<file path="config.mk">
export PLATFORM = sky130hd
export DESIGN_NAME = round_robin_task_slot_scheduler_unit
export DESIGN_NICKNAME = d
export VERILOG_FILES = /design/src/design/rrtss_pkg.sv /design/src/design/round_robin_task_slot_scheduler_unit.sv
export SDC_FILE = /design/constraint.sdc
export NUM_CORES = 1
export LEC_CHECK = 0
export BUFFER_PORTS_ARGS = -buffer_cell sky130_fd_sc_hd__buf_2
export CAP_MARGIN = 20
export CORE_MARGIN = 2
export CORE_UTILIZATION = 50
export DETAILED_ROUTE_END_ITERATION = 10
export GPL_TIMING_DRIVEN = 0
export PLACE_DENSITY = 0.66
export SYNTH_ARGS = -nofsm -noshare
export SYNTH_HDL_FRONTEND = slang
export SYNTH_SLANG_ARGS = --single-unit
</file>
<file path="constraint.sdc">
create_clock -name clk -period 5.7 [get_ports clk]
set_clock_uncertainty 0.05 [all_clocks]
set_input_delay 1.425 -clock clk [delete_from_list [all_inputs] [get_ports clk]]
set_output_delay 1.425 -clock clk [all_outputs]
set_load 0.1 [all_outputs]
</file>
<file path="src/design/rrtss_pkg.sv">
`default_nettype none

package rrtss_pkg;

    // Default size of the task slot table.
    localparam int unsigned MAX_TASKS_DEF = 64;

    // Time slice length after reset, in ticks.
    localparam logic [15:0] SLICE_RESET = 16'd1000;

    // Field widths of a request and of a result.
    localparam int unsigned CMD_W    = 2;
    localparam int unsigned SLOT_W   = 6;
    localparam int unsigned STATUS_W = 2;
    localparam int unsigned SLICE_W  = 16;

    // Command codes.
    localparam logic [CMD_W-1:0] CMD_TICK   = 2'd0;
    localparam logic [CMD_W-1:0] CMD_ADD    = 2'd1;
    localparam logic [CMD_W-1:0] CMD_REMOVE = 2'd2;

    // Result status codes.
    localparam logic [STATUS_W-1:0] ST_OK     = 2'd0;
    localparam logic [STATUS_W-1:0] ST_REJECT = 2'd1;
    localparam logic [STATUS_W-1:0] ST_FAULT  = 2'd2;

    // Register word index on the configuration port.
    localparam logic REG_SLICE = 1'b0;

    // Sequencer states.
    typedef enum logic [2:0] {
        FSM_IDLE,
        FSM_T_CUR,
        FSM_T_SCAN,
        FSM_A_SCAN,
        FSM_R_CHK
    } fsm_t;

endpackage

`default_nettype wire

</file>
<file path="src/design/round_robin_task_slot_scheduler_unit.sv">
`default_nettype none

// Round-robin task slot scheduler.
// Requests enter on start/cmd/target_slot and are taken when start is high
// and busy is low. Each request gives exactly one result on
// status/slot/switched, shown for one cycle with done high; the receiver
// cannot hold it off, so there is no stall to handle.
// The alive/dead flags sit in a simple dual-port synchronous memory with a
// registered read port; the slots-in-use count serves as its fill mark, so
// entries beyond it are never read and need no clearing after reset.
// Work per request:
//   tick that does not end a slice, unknown command, add on an empty
//   table: answered from idle; remove: one flag read, then the result;
//   add: flag scan from slot zero; tick that ends a slice: fault at once
//   if the current slot is out of range, else a read of its flag, then a
//   scan forward for the next live slot (a dead current slot faults).
// busy is high while the sequencer is out of idle, so a new request can be
// taken in the cycle that its predecessor's result is shown. The scans
// walk the flag memory one entry per cycle through its read port.
// Reset (rst_n low, asynchronous) empties the table, clears the current
// slot and tick counter, and sets slice_length to 1000.
// slice_length is written over the APB port at byte address 0.
module round_robin_task_slot_scheduler_unit #(
    parameter int unsigned MAX_TASKS = rrtss_pkg::MAX_TASKS_DEF
) (
    input  wire logic                          clk,
    input  wire logic                          rst_n,
    // Request channel
    input  wire logic                          start,
    output logic                               busy,
    input  wire logic [rrtss_pkg::CMD_W-1:0]   cmd,
    input  wire logic [rrtss_pkg::SLOT_W-1:0]  target_slot,
    // Result channel
    output logic                               done,
    output logic [rrtss_pkg::STATUS_W-1:0]     status,
    output logic [rrtss_pkg::SLOT_W-1:0]       slot,
    output logic                               switched,
    // Configuration port
    input  wire logic                          psel,
    input  wire logic                          penable,
    input  wire logic                          pwrite,
    input  wire logic [2:0]                    paddr,
    input  wire logic [31:0]                   pwdata,
    output logic [31:0]                        prdata,
    output logic                               pready
);
    import rrtss_pkg::*;

    localparam int unsigned IDX_W = $clog2(MAX_TASKS);
    localparam int unsigned CW    = $clog2(MAX_TASKS + 1);
    localparam int unsigned WW    = (CW > SLOT_W) ? CW : SLOT_W;

    // Control registers.
    fsm_t                state_reg, state_next;
    logic [CW-1:0]       used_reg, used_next;
    logic [IDX_W-1:0]    cur_reg, cur_next;
    logic [SLICE_W-1:0]  tick_reg, tick_next;
    logic [SLICE_W-1:0]  slice_reg;
    logic [IDX_W-1:0]    cand_reg, cand_next;
    logic [SLOT_W-1:0]   target_reg, target_next;
    logic                done_reg, done_next;

    // Result payload registers.
    logic [STATUS_W-1:0] status_reg, status_next;
    logic [SLOT_W-1:0]   slot_reg, slot_next;
    logic                switched_reg, switched_next;

    // Flag memory ports.
    logic                slot_dead_mem [MAX_TASKS];
    logic                rd_data_reg;
    logic [IDX_W-1:0]    mem_raddr;
    logic                mem_we;
    logic [IDX_W-1:0]    mem_waddr;
    logic                mem_wdata;

    // Helpers for the datapath.
    logic [SLICE_W-1:0]  tick_inc;
    logic [IDX_W-1:0]    tgt_idx;
    logic [WW-1:0]       tgt_wide;
    logic [IDX_W-1:0]    cur_succ;
    logic [IDX_W-1:0]    cand_succ;
    logic                cand_last;
    logic                cfg_write;

    // Successor of a slot in round-robin order over the slots in use.
    function automatic logic [IDX_W-1:0] succ_of(
        input logic [IDX_W-1:0] x,
        input logic [CW-1:0]    used
    );
        logic [CW-1:0] sum;
        sum = CW'(x) + CW'(1);
        if (sum == used)
        begin
            return '0;
        end
        return IDX_W'(sum);
    endfunction

    // Slot number as shown on the result port, masked to its width.
    function automatic logic [SLOT_W-1:0] to_slot(input logic [IDX_W-1:0] x);
        logic [WW-1:0] w;
        w = WW'(x);
        return w[SLOT_W-1:0];
    endfunction

    assign tick_inc  = tick_reg + SLICE_W'(1);
    assign tgt_wide  = WW'(target_slot);
    assign tgt_idx   = IDX_W'(tgt_wide);
    assign cur_succ  = succ_of(cur_reg, used_reg);
    assign cand_succ = succ_of(cand_reg, used_reg);
    assign cand_last = ((CW'(cand_reg) + CW'(1)) == used_reg);

    // Sequencer: next state, memory accesses and result.
    always_comb
    begin
        state_next    = state_reg;
        used_next     = used_reg;
        cur_next      = cur_reg;
        tick_next     = tick_reg;
        cand_next     = cand_reg;
        target_next   = target_reg;
        done_next     = 1'b0;
        status_next   = status_reg;
        slot_next     = slot_reg;
        switched_next = switched_reg;
        mem_raddr     = cand_reg;
        mem_we        = 1'b0;
        mem_waddr     = cand_reg;
        mem_wdata     = 1'b0;

        case (state_reg)
            FSM_IDLE:
            begin
                if (start)
                begin
                    target_next   = target_slot;
                    status_next   = ST_OK;
                    switched_next = 1'b0;
                    case (cmd)
                        CMD_TICK:
                        begin
                            slot_next = to_slot(cur_reg);
                            if (used_reg == '0)
                            begin
                                done_next = 1'b1;
                            end
                            else if (tick_inc != slice_reg)
                            begin
                                tick_next = tick_inc;
                                done_next = 1'b1;
                            end
                            else
                            begin
                                tick_next = '0;
                                if (CW'(cur_reg) >= used_reg)
                                begin
                                    status_next   = ST_FAULT;
                                    switched_next = 1'b1;
                                    done_next     = 1'b1;
                                end
                                else
                                begin
                                    mem_raddr  = cur_reg;
                                    state_next = FSM_T_CUR;
                                end
                            end
                        end
                        CMD_ADD:
                        begin
                            if (used_reg == '0)
                            begin
                                // Empty table: append slot zero at once.
                                mem_we    = 1'b1;
                                mem_waddr = '0;
                                mem_wdata = 1'b0;
                                used_next = CW'(1);
                                slot_next = '0;
                                done_next = 1'b1;
                            end
                            else
                            begin
                                mem_raddr  = '0;
                                cand_next  = '0;
                                state_next = FSM_A_SCAN;
                            end
                        end
                        CMD_REMOVE:
                        begin
                            if (tgt_wide < WW'(used_reg))
                            begin
                                mem_raddr  = tgt_idx;
                                state_next = FSM_R_CHK;
                            end
                            else
                            begin
                                status_next = ST_REJECT;
                                slot_next   = target_slot;
                                done_next   = 1'b1;
                            end
                        end
                        default:
                        begin
                            status_next = ST_REJECT;
                            slot_next   = '0;
                            done_next   = 1'b1;
                        end
                    endcase
                end
            end

            // Flag of the current slot has arrived.
            FSM_T_CUR:
            begin
                if (rd_data_reg)
                begin
                    status_next   = ST_FAULT;
                    slot_next     = to_slot(cur_reg);
                    switched_next = 1'b1;
                    done_next     = 1'b1;
                    state_next    = FSM_IDLE;
                end
                else
                begin
                    mem_raddr  = cur_succ;
                    cand_next  = cur_succ;
                    state_next = FSM_T_SCAN;
                end
            end

            // Walk forward one slot a cycle; the current slot is live, so
            // the walk always ends.
            FSM_T_SCAN:
            begin
                if (!rd_data_reg)
                begin
                    cur_next      = cand_reg;
                    status_next   = ST_OK;
                    slot_next     = to_slot(cand_reg);
                    switched_next = 1'b1;
                    done_next     = 1'b1;
                    state_next    = FSM_IDLE;
                end
                else
                begin
                    mem_raddr = cand_succ;
                    cand_next = cand_succ;
                end
            end

            // Look for the lowest dead slot, else append if there is room, else reject.
            FSM_A_SCAN:
            begin
                if (rd_data_reg)
                begin
                    mem_we      = 1'b1;
                    mem_waddr   = cand_reg;
                    mem_wdata   = 1'b0;
                    status_next = ST_OK;
                    slot_next   = to_slot(cand_reg);
                    done_next   = 1'b1;
                    state_next  = FSM_IDLE;
                end
                else if (cand_last)
                begin
                    if (used_reg != CW'(MAX_TASKS))
                    begin
                        mem_we      = 1'b1;
                        mem_waddr   = IDX_W'(used_reg);
                        mem_wdata   = 1'b0;
                        used_next   = used_reg + CW'(1);
                        status_next = ST_OK;
                        slot_next   = to_slot(IDX_W'(used_reg));
                    end
                    else
                    begin
                        status_next = ST_REJECT;
                        slot_next   = '0;
                    end
                    done_next  = 1'b1;
                    state_next = FSM_IDLE;
                end
                else
                begin
                    mem_raddr = cand_reg + IDX_W'(1);
                    cand_next = cand_reg + IDX_W'(1);
                end
            end

            // Flag of the slot to remove has arrived.
            FSM_R_CHK:
            begin
                if (!rd_data_reg)
                begin
                    mem_we      = 1'b1;
                    mem_waddr   = IDX_W'(WW'(target_reg));
                    mem_wdata   = 1'b1;
                    status_next = ST_OK;
                end
                else
                begin
                    status_next = ST_REJECT;
                end
                slot_next  = target_reg;
                done_next  = 1'b1;
                state_next = FSM_IDLE;
            end

            default:
            begin
                state_next = FSM_IDLE;
            end
        endcase
    end

    // Control state.
    always_ff @(posedge clk or negedge rst_n)
    begin
        if (!rst_n)
        begin
            state_reg <= FSM_IDLE;
            used_reg  <= '0;
            cur_reg   <= '0;
            tick_reg  <= '0;
            done_reg  <= 1'b0;
        end
        else
        begin
            state_reg <= state_next;
            used_reg  <= used_next;
            cur_reg   <= cur_next;
            tick_reg  <= tick_next;
            done_reg  <= done_next;
        end
    end

    // Payload and scan position.
    always_ff @(posedge clk)
    begin
        cand_reg     <= cand_next;
        target_reg   <= target_next;
        status_reg   <= status_next;
        slot_reg     <= slot_next;
        switched_reg <= switched_next;
    end

    // Flag memory, read data registered.
    always_ff @(posedge clk)
    begin
        if (mem_we)
        begin
            slot_dead_mem[mem_waddr] <= mem_wdata;
        end
        rd_data_reg <= slot_dead_mem[mem_raddr];
    end

    // Configuration register.
    assign cfg_write = psel && penable && pwrite && pready;

    always_ff @(posedge clk or negedge rst_n)
    begin
        if (!rst_n)
        begin
            slice_reg <= SLICE_RESET;
        end
        else if (cfg_write && (paddr[2] == REG_SLICE))
        begin
            slice_reg <= pwdata[SLICE_W-1:0];
        end
    end

    assign prdata = (paddr[2] == REG_SLICE) ? {{(32 - SLICE_W){1'b0}}, slice_reg} : '0;
    assign pready = 1'b1;

    // Outputs.
    assign busy     = (state_reg != FSM_IDLE);
    assign done     = done_reg;
    assign status   = status_reg;
    assign slot     = slot_reg;
    assign switched = switched_reg;

    // A result is only shown once the sequencer is free again.
    a_done_idle: assert property (@(posedge clk) disable iff (!rst_n)
        done |-> !busy)
        else $error("result shown while sequencer busy");

    // Every accepted request either finishes at once or keeps the block busy.
    a_accept_progress: assert property (@(posedge clk) disable iff (!rst_n)
        (start && !busy) |=> (done || busy))
        else $error("accepted request lost");

    // The fill count never exceeds the table size.
    a_used_bound: assert property (@(posedge clk) disable iff (!rst_n)
        used_reg <= CW'(MAX_TASKS))
        else $error("slot count beyond table size");

    // The current slot stays inside the slots in use.
    a_cur_bound: assert property (@(posedge clk) disable iff (!rst_n)
        (used_reg != '0) |-> (CW'(cur_reg) < used_reg))
        else $error("current slot outside slots in use");

endmodule

`default_nettype wire

</file>
; ---- After elaboration in Yosys (flattened, before gate mapping)
; Memory sizes are Yosys's and may differ from the RTL's. A register that Yosys moved wholly into a read port is not among the register bits.
; Cells that the tools add are included.
[word_totals]
elab_cells = 169
n_memories = 1
ram_bits = 64
ff_bits = 70
[op_classes]
n_reduce_logical = 20
add_sub_neg = 5
order_cmp = 2
bitwise = 3
eq_ne = 27
n_mux = 100
[memory_table]
columns = memory, words, word_bits, rd, rd_clocked_by_memory_dff, wr, line
row1 = slot_dead_mem, 64, 1, 1, 1, 1, round_robin_task_slot_scheduler_unit.sv:69  ; logic slot_dead_mem [MAX_TASKS];
[ops]
columns = operator, n
row1 = 6-bit 2-to-1 mux, 31
row2 = 6-bit case mux with 3 select lines, 3
row3 = 6-bit case mux with 4 select lines, 2
row4 = 7-bit 2-to-1 mux, 6
row5 = 16-bit 2-to-1 mux, 2
row6 = 6-bit case mux with 5 select lines, 1
row7 = 1-bit 2-to-1 mux, 28
row8 = 3-bit 2-to-1 mux, 9
row9 = "3-bit != test, second input constant", 8
row10 = 2-bit 2-to-1 mux, 9
row11 = "16-bit by 1-bit adder with 16-bit output, second input constant", 1
row12 = 16-bit != test, 1
row13 = "6-bit by 1-bit adder with 7-bit output, second input constant", 2
row14 = 7-bit == test, 2
row15 = "2-bit != test, second input constant", 7
row16 = 7-bit case mux with 2 select lines, 1
row17 = 7-bit AND reduction, 2
row18 = 3-bit case mux with 4 select lines, 1
row19 = 2-bit case mux with 5 select lines, 1
row20 = 1-bit case mux with 3 select lines, 3
row21 = 3-bit case mux with 3 select lines, 1
row22 = 9-bit AND reduction, 1
row23 = 4-bit AND reduction, 2
row24 = "7-bit by 1-bit adder with 7-bit output, second input constant", 1
row25 = 25 further kinds, 32

; ---- Longest topological paths before layout
[depth]
depth_word = 7
ltp_mapped = 19
ltp_nobuf = 19

; ---- Worst setup path after synthesis
; No wires, ideal clock.
[synth_path]
path_type = input port to output port
from = input port paddr[2]
to = output port prdata[10]
arrival_time_ns = 2.958
path_stages = 2
path_slack_ns = 1.267
path_cell_list = clkbuf_1 nor2b_1
[synth_via]
elab_chain_cells = 1
[synth_rtl]
columns = element, line
row1 = start: declaration, round_robin_task_slot_scheduler_unit.sv:42  ; input wire logic [2:0] paddr,
row2 = 16-bit 2-to-1 mux, round_robin_task_slot_scheduler_unit.sv:371  ; assign prdata = (paddr[2] == REG_SLICE) ? {{(32 - SLICE_W){1'b0}}, slice_reg} : '0;
row3 = end: declaration, round_robin_task_slot_scheduler_unit.sv:44  ; output logic [31:0] prdata,
; Every way passes these cells.

; ---- Worst setup path in the final report
[layout_path]
from = register cand_reg[2]
to = register rd_data_reg (read register of slot_dead_mem)
[layout_via]
elab_chain_cells = 6
word_cells_on_any_way = 17
classes_between = add/sub: 2 / eq/ne: 1 / mux: 14
[layout_rtl]
columns = element, line
row1 = start: declaration, round_robin_task_slot_scheduler_unit.sv:59  ; logic [IDX_W-1:0] cand_reg, cand_next;
row2 = start signal: assignment, round_robin_task_slot_scheduler_unit.sv:339  ; cand_reg <= cand_next;
row3 = 6-bit by 1-bit adder with 7-bit output / 6-bit 2-to-1 mux (equally long branches), "round_robin_task_slot_scheduler_unit.sv:91, round_robin_task_slot_scheduler_unit.sv:111, round_robin_task_slot_scheduler_unit.sv:155"
row4 = 7-bit == test / 6-bit 2-to-1 mux (equally long branches), "round_robin_task_slot_scheduler_unit.sv:92, round_robin_task_slot_scheduler_unit.sv:111, round_robin_task_slot_scheduler_unit.sv:147"
row5 = 1-bit 2-to-1 mux / 6-bit 2-to-1 mux (equally long branches), "round_robin_task_slot_scheduler_unit.sv:92, round_robin_task_slot_scheduler_unit.sv:143"
row6 = 6-bit 2-to-1 mux / 6-bit case mux with 3 select lines (equally long branches), "round_robin_task_slot_scheduler_unit.sv:96, round_robin_task_slot_scheduler_unit.sv:139"
row7 = "6-bit 2-to-1 mux, on equally long branches", "round_robin_task_slot_scheduler_unit.sv:234, round_robin_task_slot_scheduler_unit.sv:134"
row8 = 6-bit case mux with 4 select lines *, round_robin_task_slot_scheduler_unit.sv:131  ; case (state_reg)
row9 = end: declaration, round_robin_task_slot_scheduler_unit.sv:70  ; logic rd_data_reg;
; Every way passes the cells marked *; elsewhere a longest branch is shown, timed or not.
; A chain may end at the register's enable or synchronous reset.

==> reports/results.ini <==
[critical_path]
crit_path_max_fanout = 10
crit_path_start_kind = register
r2r_start = cand_reg[2]
r2r_end = rd_data_reg
worstPathRequired_ns = 6.02
arrival_ns = 5.56
worstSetupEndpointType = register
critPathKind = reg -> reg
worst-r2r-setup-slack_ns = 0.45
rr_worst_depth = 19

[logic_synthesis]
ys_seq_area_frac = 0.427
netlist.area_leader.share = 0.286
synthArstFlopShare = 0.363
synthDistinctLibCells = 79
yosysTopAreaCell = edfxtp_1
netlist_instances = 955
synth_area_leaders = edfxtp_1, dfrtp_1, nor2_1
synth_area_mm2 = 0.00891
ys_seq_elements = 135
ys.flop_type = edfxtp_1
synth.avg_cell_area_um2 = 9.33
synth_edf_count = 85
yosysWarnings = 0

[clock_tree]
cts_made_buffers = 17
cts_tree = done
clockBufferDepth = 2
path_clk_slew_ns = 0.06
ctsRootBufferMaster = clkbuf_16
clock_sinks = 135
holdBufCountCts = 0
cts.htree.levels = 4
insertion_delay_ns = 0.43

[place]
dpl_cell_area_mm2 = 0.00959
port_buffers = 57
dp_cells = 1254
routabilityCongestion = 0.990
detailed_place_hpwl_um = 19400

[final_layout]
largest_reg_flops = 64
fin_area_mm2 = 0.0102
fin_cells = 1287
drive_above_1_share = 0.169
n_antenna_cell = 0
final_common_cell = nor2_1
area_delta_synth_final_pct = 14.9
finalNetCount = 1115
layout_common_cells = nor2_1, edfxtp_1, buf_2, nand2_1, o21ai_0

[worst_hold_path]
hold_path_end = tick_reg[12]
hp-class = reg -> reg
holdPathStages = 1
hp-start = tick_reg[12]

[die]
rows = 48
dieArea_mm2 = 0.0189
initial_core_util = 0.514
ioPinCount = 93
die_w_um = 138
core_area_mm2 = 0.0174
chipHeight_um = 138

[detailed_routing]
firstDrtPassIters = 6
wire_per_inst_um = 20.6
viasPerCell = 6.18
first_iter_violations = 889
wl_um = 26500
num_vias = 7954
ant_nets = 0
drc = 0

[sta]
setup_viol = 0
finalMaxSlewViolations = 0
rsz0062_at_grt = no
worst_slew_pin_slew_ns = 0.983
relSlewSlack = 0.339
max_freq_mhz = 191
final_hold_viol_count = 0
fin_crit_ns = 5.25
period_share = 0.920

[power_and_ir_drop]
p_clk_frac = 0.224
vdd_ir_drop_max_uv = 313
leakagePower_uw = 0.00395
cell_internal_pwr_uw = 2870
p_sw_uw = 2570
p_per_area_mw_per_mm2 = 531
swShare = 0.473
pwr-share-comb = 0.526
power_frac_seq = 0.250

[grt]
overflow = 0
grt_usage = 0.289
antenna_found_initial = 0
grt_max_degree = 37
grt_pass1_wl_um = 40800
grt_pass1_vias = 7327

[job]
drv_cap = 0

[outcome]
status = finished, final reports clean

==> what timing repair did <==
action / in CTS / in global routing
resized for setup: 0 / 2
hold endpoints to repair: 0 / 0
buffers inserted: 0 / 0
endpoints found under the setup margin: 0 / 1
==> cells by family after synthesis <==
group / share of synthesized area
AND/OR/NAND/NOR: 0.203
AO/OA/AOI/OAI: 0.163
flip-flops: 0.427
buffers and inverters: 0.0526
multiplexers: 0.0824
XOR/XNOR: 0.0476
adder cells (fa/ha/maj): 0.0239
other: 0.000842
==> critical path, cell delays in order (launching register included) <==
cell and delay, ns:
edfxtp_1 0.44, buf_2 0.31, nand3_1 0.18, xnor2_1 0.16
nor4_1 0.39, o21a_1 0.37, inv_1 0.16, ha_1 0.30
nand2b_1 0.09, a21oi_1 0.07, o21a_1 0.18, a31oi_1 0.20
o21ai_0 0.29, a2111oi_2 0.53, a31oi_1 0.33, nand2b_1 0.29
o22ai_1 0.10, or4_1 0.44, nand3_1 0.10, and4_1 0.19
==> worst max-delay path by stage <==
stage | cells past startpoint | to | start
2_1_floorplan | 2 | prdata[10] | paddr[2]
3_3_place_gp | 8 | slot_dead_mem[17] | state_reg[0]
3_5_place_dp | 14 | rd_data_reg | target_slot[2]
4_1_cts | 19 | rd_data_reg | cand_reg[0]
5_1_grt | 19 | rd_data_reg | cand_reg[0]
6_report | 19 | rd_data_reg | cand_reg[2]
==> Yosys cell counts, types with 8 or more instances <==
cell	n
ha_1	17
mux2i_1	43
nor2b_1	21
edfxtp_1	85
o22ai_1	17
and3_1	9
mux2_2	26
buf_4	20
xnor2_1	32
o21ai_0	48
nand4_1	13
or2_2	8
nor3_1	24
inv_1	24
nand3_1	21
dfrtp_1	43
xor2_1	12
clkbuf_1	32
and2_1	8
nand2b_1	13
nand2_1	68
nor2_1	149
buf_2	15
a21oi_1	47
o31ai_1	10
==> metrics by stage <==
step / power [µW] / setup WS (ns) / util / hold WS, ns / setup TNS [ns]
final: 5440 / 0.454 / 0.590 / 0.505 / 0
after global routing: 5700 / 0.0791 / 0.590 / 0.518 / 0
after CTS: 5380 / 0.268 / 0.590 / 0.495 / 0
after detailed placement: 4170 / 0.263 / 0.553 / 0.479 / 0
after global placement: 4130 / -0.395 / 0.550 / 0.482 / -20.38
after floorplan: 3460 / 1.27 / - / 0.447 / 0
==> cell type report <==
type	instances	area (µm²)
sequential	135	3810
clock buffer	17	425
inverter	25	93.8
fill	1578	7110
multi-input combinational	739	4710
tap	225	282
timing repair buffer	60	338
clock inverter	15	216
buffer	71	375
==> power by group through the flow <==
stage | Sequential (µW) | Clock [µW] | Combinational [µW]
final | 1360 | 1220 | 2860
after global routing | 1380 | 1260 | 3060
after CTS | 1360 | 1220 | 2800
after detailed placement | 1380 | 0 | 2790
after floorplan | 1600 | 0 | 1860
after global placement | 1380 | 0 | 2760
==> metal layers <==
metal / track usage / wire, µm
met1: 0.387 / 11400
met5: 0 / 0
met2: 0.453 / 12000
met4: 0.135 / 1030
met3: 0.0537 / 2060
No activity file was read; power rests on OpenSTA's default activity.
